File: src/rtl/rau_pkg.sv
// ----------------------------------------------------------------------------
// rau_pkg
// Shared types and constants for the rational arithmetic unit: operation
// codes, controller states and the command/status bundles.
// ----------------------------------------------------------------------------
package rau_pkg;

	// width of each operand field on the stream
	localparam int unsigned FIELD_W = 32;

	// low two mode bits pick the arithmetic operation
	typedef enum logic [1:0] {
		OP_ADD = 2'd0,
		OP_SUB = 2'd1,
		OP_MUL = 2'd2,
		OP_DIV = 2'd3
	} op_t;

	// which product the shared multiplier forms
	typedef enum logic [1:0] {
		MUL_A = 2'd0,
		MUL_B = 2'd1,
		MUL_C = 2'd2
	} mul_sel_t;

	typedef enum logic [3:0] {
		S_IDLE,
		S_MUL_A,
		S_MUL_B,
		S_MUL_C,
		S_FORM,
		S_CHECK,
		S_GCD,
		S_GSHIFT,
		S_DIV_NUM,
		S_DIV_DEN,
		S_FINISH
	} state_t;

	typedef struct packed {
		logic     capture;
		logic     mul_en;
		mul_sel_t mul_sel;
		logic     form;
		logic     gcd_step;
		logic     gshift;
		logic     div_load;
		logic     div_sel_den;
		logic     div_step;
		logic     save_num;
		logic     save_den;
		logic     load_out;
	} cmd_t;

	typedef struct packed {
		logic op_zero;
		logic is_cmp;
		logic is_addsub;
		logic den_zero;
		logic gcd_done;
		logic div_done;
	} sts_t;

endpackage

File: src/rtl/rau_ctrl.sv
// ----------------------------------------------------------------------------
// rau_ctrl
// Controller: sequences multiply, form, gcd and divide steps and owns the
// stream handshakes.
// ----------------------------------------------------------------------------
module rau_ctrl (
	input  logic          clk,
	input  logic          arst_n,
	input  logic          in_valid,
	output logic          in_ready,
	output logic          out_valid,
	input  logic          out_ready,
	output rau_pkg::cmd_t cmd,
	input  rau_pkg::sts_t sts
);

	rau_pkg::state_t state_q, state_d;
	logic            ovalid_q;

	// state register and output valid flag
	always_ff @(posedge clk or negedge arst_n) begin
		if (!arst_n) begin
			state_q  <= rau_pkg::S_IDLE;
			ovalid_q <= 1'b0;
		end else begin
			state_q <= state_d;
			if (cmd.load_out) begin
				ovalid_q <= 1'b1;
			end else if (out_ready) begin
				ovalid_q <= 1'b0;
			end
		end
	end

	assign out_valid = ovalid_q;
	assign in_ready  = (state_q == rau_pkg::S_IDLE);

	// next state
	always_comb begin
		state_d = state_q;
		unique case (state_q)
			rau_pkg::S_IDLE:    if (in_valid) state_d = rau_pkg::S_MUL_A;
			rau_pkg::S_MUL_A:   state_d = sts.op_zero ? rau_pkg::S_FINISH : rau_pkg::S_MUL_B;
			rau_pkg::S_MUL_B: begin
				priority if (sts.is_cmp) state_d = rau_pkg::S_FINISH;
				else if (sts.is_addsub) state_d = rau_pkg::S_MUL_C;
				else state_d = rau_pkg::S_FORM;
			end
			rau_pkg::S_MUL_C:   state_d = rau_pkg::S_FORM;
			rau_pkg::S_FORM:    state_d = rau_pkg::S_CHECK;
			rau_pkg::S_CHECK:   state_d = sts.den_zero ? rau_pkg::S_FINISH : rau_pkg::S_GCD;
			rau_pkg::S_GCD:     if (sts.gcd_done) state_d = rau_pkg::S_GSHIFT;
			rau_pkg::S_GSHIFT:  state_d = rau_pkg::S_DIV_NUM;
			rau_pkg::S_DIV_NUM: if (sts.div_done) state_d = rau_pkg::S_DIV_DEN;
			rau_pkg::S_DIV_DEN: if (sts.div_done) state_d = rau_pkg::S_FINISH;
			rau_pkg::S_FINISH:  if (!ovalid_q || out_ready) state_d = rau_pkg::S_IDLE;
			default:            state_d = rau_pkg::S_IDLE;
		endcase
	end

	// datapath commands
	always_comb begin
		cmd = '0;
		cmd.mul_sel = rau_pkg::MUL_A;
		unique case (state_q)
			rau_pkg::S_IDLE:  cmd.capture = in_valid;
			rau_pkg::S_MUL_A: begin
				cmd.mul_en  = 1'b1;
				cmd.mul_sel = rau_pkg::MUL_A;
			end
			rau_pkg::S_MUL_B: begin
				cmd.mul_en  = 1'b1;
				cmd.mul_sel = rau_pkg::MUL_B;
			end
			rau_pkg::S_MUL_C: begin
				cmd.mul_en  = 1'b1;
				cmd.mul_sel = rau_pkg::MUL_C;
			end
			rau_pkg::S_FORM:  cmd.form = 1'b1;
			rau_pkg::S_CHECK: ;
			rau_pkg::S_GCD:   cmd.gcd_step = !sts.gcd_done;
			rau_pkg::S_GSHIFT: begin
				cmd.gshift   = 1'b1;
				cmd.div_load = 1'b1;
			end
			rau_pkg::S_DIV_NUM: begin
				cmd.div_step    = !sts.div_done;
				cmd.save_num    = sts.div_done;
				cmd.div_load    = sts.div_done;
				cmd.div_sel_den = 1'b1;
			end
			rau_pkg::S_DIV_DEN: begin
				cmd.div_step = !sts.div_done;
				cmd.save_den = sts.div_done;
			end
			rau_pkg::S_FINISH: cmd.load_out = !ovalid_q || out_ready;
			default: ;
		endcase
	end

endmodule
File: config.mk
export PLATFORM = sky130hd
export DESIGN_NAME = rau_ctrl
export DESIGN_NICKNAME = d
export VERILOG_FILES = /design/src/rtl/rau_pkg.sv /design/src/rtl/rau_ctrl.sv
export SDC_FILE = /design/constraint.sdc
export NUM_CORES = 1
export LEC_CHECK = 0
export BUFFER_PORTS_ARGS = -buffer_cell sky130_fd_sc_hd__buf_2
export CAP_MARGIN = 10
export CORE_AREA = 2 2 39 41
export CTS_CLUSTER_SIZE = 25
export DETAILED_ROUTE_END_ITERATION = 10
export DIE_AREA = 0 0 41 43
export PLACE_DENSITY_LB_ADDON = 0.08
export RECOVER_POWER = 100
export SKIP_LAST_GASP = 1
export SYNTH_ARGS = -nofsm -noshare
export SYNTH_HDL_FRONTEND = slang
export SYNTH_SLANG_ARGS = --single-unit
File: constraint.sdc
create_clock -name clk -period 3.55 [get_ports clk]
set_input_delay 0.355 -clock clk [delete_from_list [all_inputs] [get_ports clk]]
set_output_delay 0.355 -clock clk [all_outputs]
set_load 0.02 [all_outputs]
==> impl_metrics.py <==
metrics = {
    "clocking": {
        "cts_buffers": 3,
        "clk_pin_slew_ps": 50,
        "cts_tree": "yes",
        "cts.repair.resized": 0,
        "cts_sinks": 5,
        "clockBufferDepth": 2,
        "cts-root-buf": "clkbuf_4",
        "cts_max_level": 1,
        "worstSkewPairLatency_ps": 240,
    },
    "synthesis": {
        "synth-edff-count": 0,
        "syn_area_per_cell_sq_um": 7.61,
        "syn-num-nets": 70,
        "synth_warnings": 0,
        "ys.flop_type": "dfrtp_1",
        "synth_seq_cells": 5,
        "netlist_area_sq_um": 457,
        "syn_inst": 60,
        "async_reset_ff_frac": 1.00,
        "yosysUniqueCellTypes": 27,
        "yosysSeqAreaShare": 0.274,
    },
    "timing": {
        "fin_tns_setup_ps": 0,
        "hold_violations": 0,
        "slew_headroom": 0.699,
        "fmax_mhz": 483,
        "min_period_ps": 2070,
        "rsz0062_at_grt": "false",
        "finClkSkew_ps": 4.19,
        "timing.final.crit_share": 0.583,
        "finalSetupViolCount": 0,
        "worst_slack_ps": 1480,
        "drv_slew": 0,
        "tightest_slew_ps": 451,
    },
    "drt": {
        "postRouteAntennaNets": 0,
        "wl_per_cell_microns": 11.3,
        "met1Wirelength_microns": 547,
        "avgViaCountPerCell": 4.98,
        "drt-total-wl_mm": 1.14,
        "route.met2.wl_microns": 507,
        "dr_wl_met3_microns": 81,
        "dr.max_layer_used": "met3",
        "drcViolationCount": 0,
        "drt-initial-drc-count": 7,
        "num_vias": 503,
        "first_pass_iters": 4,
    },
    "cells_and_area": {
        "diodes": 0,
        "drive_gt1_frac": 0.212,
        "nets": 96,
        "mostFrequentLayoutCells": "14 x clkbuf_1, 11 x buf_2, 8 x nor3_1",
        "syn_to_final_growth_pct": 25.8,
        "final_common_cell": "clkbuf_1",
    },
    "placement": {
        "gp_congestion": 0.735,
        "post-place-ws_ps": 1780,
        "dp_hpwl_microns": 803,
        "io_buffer_count": 24,
    },
    "grt": {
        "grt_pass1_vias": 408,
        "grt.overflow.total": 0,
        "grtUsageTotal": 0.142,
        "grt_pass1_wl_mm": 1.72,
        "antenna_found_initial": 0,
        "grt_max_degree": 16,
    },
    "power_and_ir_drop": {
        "power-per-cell-area_mw_per_mm2": 821,
        "p_leak_nw": 0.245,
        "irDropWorstVdd_v": 0.000437,
    },
    "floorplan": {
        "start_util": 0.330,
        "std_cell_rows": 14,
        "num_io_pins": 25,
        "die_h_microns": 43,
        "core_sq_mm": 0.00138,
        "fp.dieArea_sq_mm": 0.00176,
        "dieWidth_microns": 41,
    },
    "worst_hold_path": {
        "hold_path.class": "in2reg",
        "hold_end": "state_q[0]$_DFFE_PN0P_",
        "whs_path_depth": 2,
        "hold_start": "sts[0]",
    },
    "setup_path": {
        "crit_path_max_fanout": 14,
        "critical_path_class": "reg2out",
        "start_kind": "flop",
        "timing.rr.end": "state_q[0]$_DFFE_PN0P_",
        "r2r_cells": 4,
        "r2r_slack_ps": 1920,
        "r2r_start": "state_q[3]$_DFFE_PN0P_",
        "worstPathRequired_ps": 3190,
        "critPathArrivalTime_ps": 1720,
        "end_kind": "output pin",
    },
    "status": {
        "status": "finished, final reports clean",
    },
    "job": {
        "maxCapViolCount": 0,
    },
}
==> per-layer routing <==
layer / track usage / vias to the layer above
li1: - / 262
met1: 0.205 / 220
met2: 0.197 / 21
met3: 0.0471 / 0
met4: 0.0400 / 0
met5: 0 / -
==> where the power goes <==
| group | leakage [nW] | switching [mW] | internal, mW |
|---|---|---|---|
| Sequential | 0.0650 | 0.0643 | 0.0788 |
| Combinational | 0.165 | 0.159 | 0.104 |
| Clock | 0.0150 | 0.0229 | 0.0425 |
==> repair_timing <==
action	4_1_cts	5_1_grt
buffers inserted	0	0
hold buffers	1	0
hold endpoints to repair	5	0
==> cell type report <==
class                      count  area (sq um)
tap                           16          20.0
multi-input combinational     49           282
fill                         170           810
sequential                     5           125
inverter                       2          7.51
timing repair buffer          25           114
clock buffer                   4          26.3
==> how the worst max path moves through the flow <==
| stage | to | slack (ps) | startpoint |
|---|---|---|---|
| 6_report | cmd[0] | 1480 | state_q[2]$_DFFE_PN0P_ |
| 5_1_grt | cmd[0] | 1350 | state_q[1]$_DFFE_PN0P_ |
| 4_1_cts | cmd[5] | 1510 | state_q[2]$_DFFE_PN0P_ |
| 3_5_place_dp | cmd[5] | 1780 | state_q[2]$_DFFE_PN0P_ |
| 3_3_place_gp | cmd[5] | 1790 | state_q[2]$_DFFE_PN0P_ |
| 2_1_floorplan | cmd[5] | 1500 | state_q[1]$_DFFE_PN0P_ |
==> sequential cells by signal, summed over array words and instances, names as in the netlist <==
name       flops
state_q        4
out_valid      1
==> critical path, stage by stage (launching register included) <==
cell,delay [ps]
dfrtp_1,520
nand2b_1,280
or2_2,340
nor2b_1,110
clkbuf_1,230
==> cells by family after synthesis <==
family                 Yosys count  synth area share
DFF                              5             0.274
buffers and inverters            6            0.0740
AOI/OAI and AO/OA               14             0.225
and+or+nand+nor                 35             0.427
==> stage by stage <==
step                hold slack (ps)  total power [mW]  utilization  cells  area, sq um
floorplan                      59.4             0.367            -     60          457
global placement                171             0.435        0.412     96          571
detailed placement              174             0.431        0.412     96          571
CTS                             382             0.500        0.439    101          607
global route                    414             0.516        0.415    101          574
finish                          392             0.472        0.415    101          574
==> synthesized netlist by cell type, types with 2 or more instances <==
cell / n / share of area
a21oi_1: 2 / 0.022
a31oi_1: 2 / 0.027
and2_1: 2 / 0.027
buf_2: 3 / 0.033
dfrtp_1: 5 / 0.27
inv_1: 2 / 0.016
nand2_1: 3 / 0.025
nand2b_1: 5 / 0.068
nor2_1: 7 / 0.058
nor2b_1: 3 / 0.041
nor3_1: 8 / 0.088
o21ai_0: 2 / 0.022
or2_2: 2 / 0.027
(Power assumes the default switching activity.)
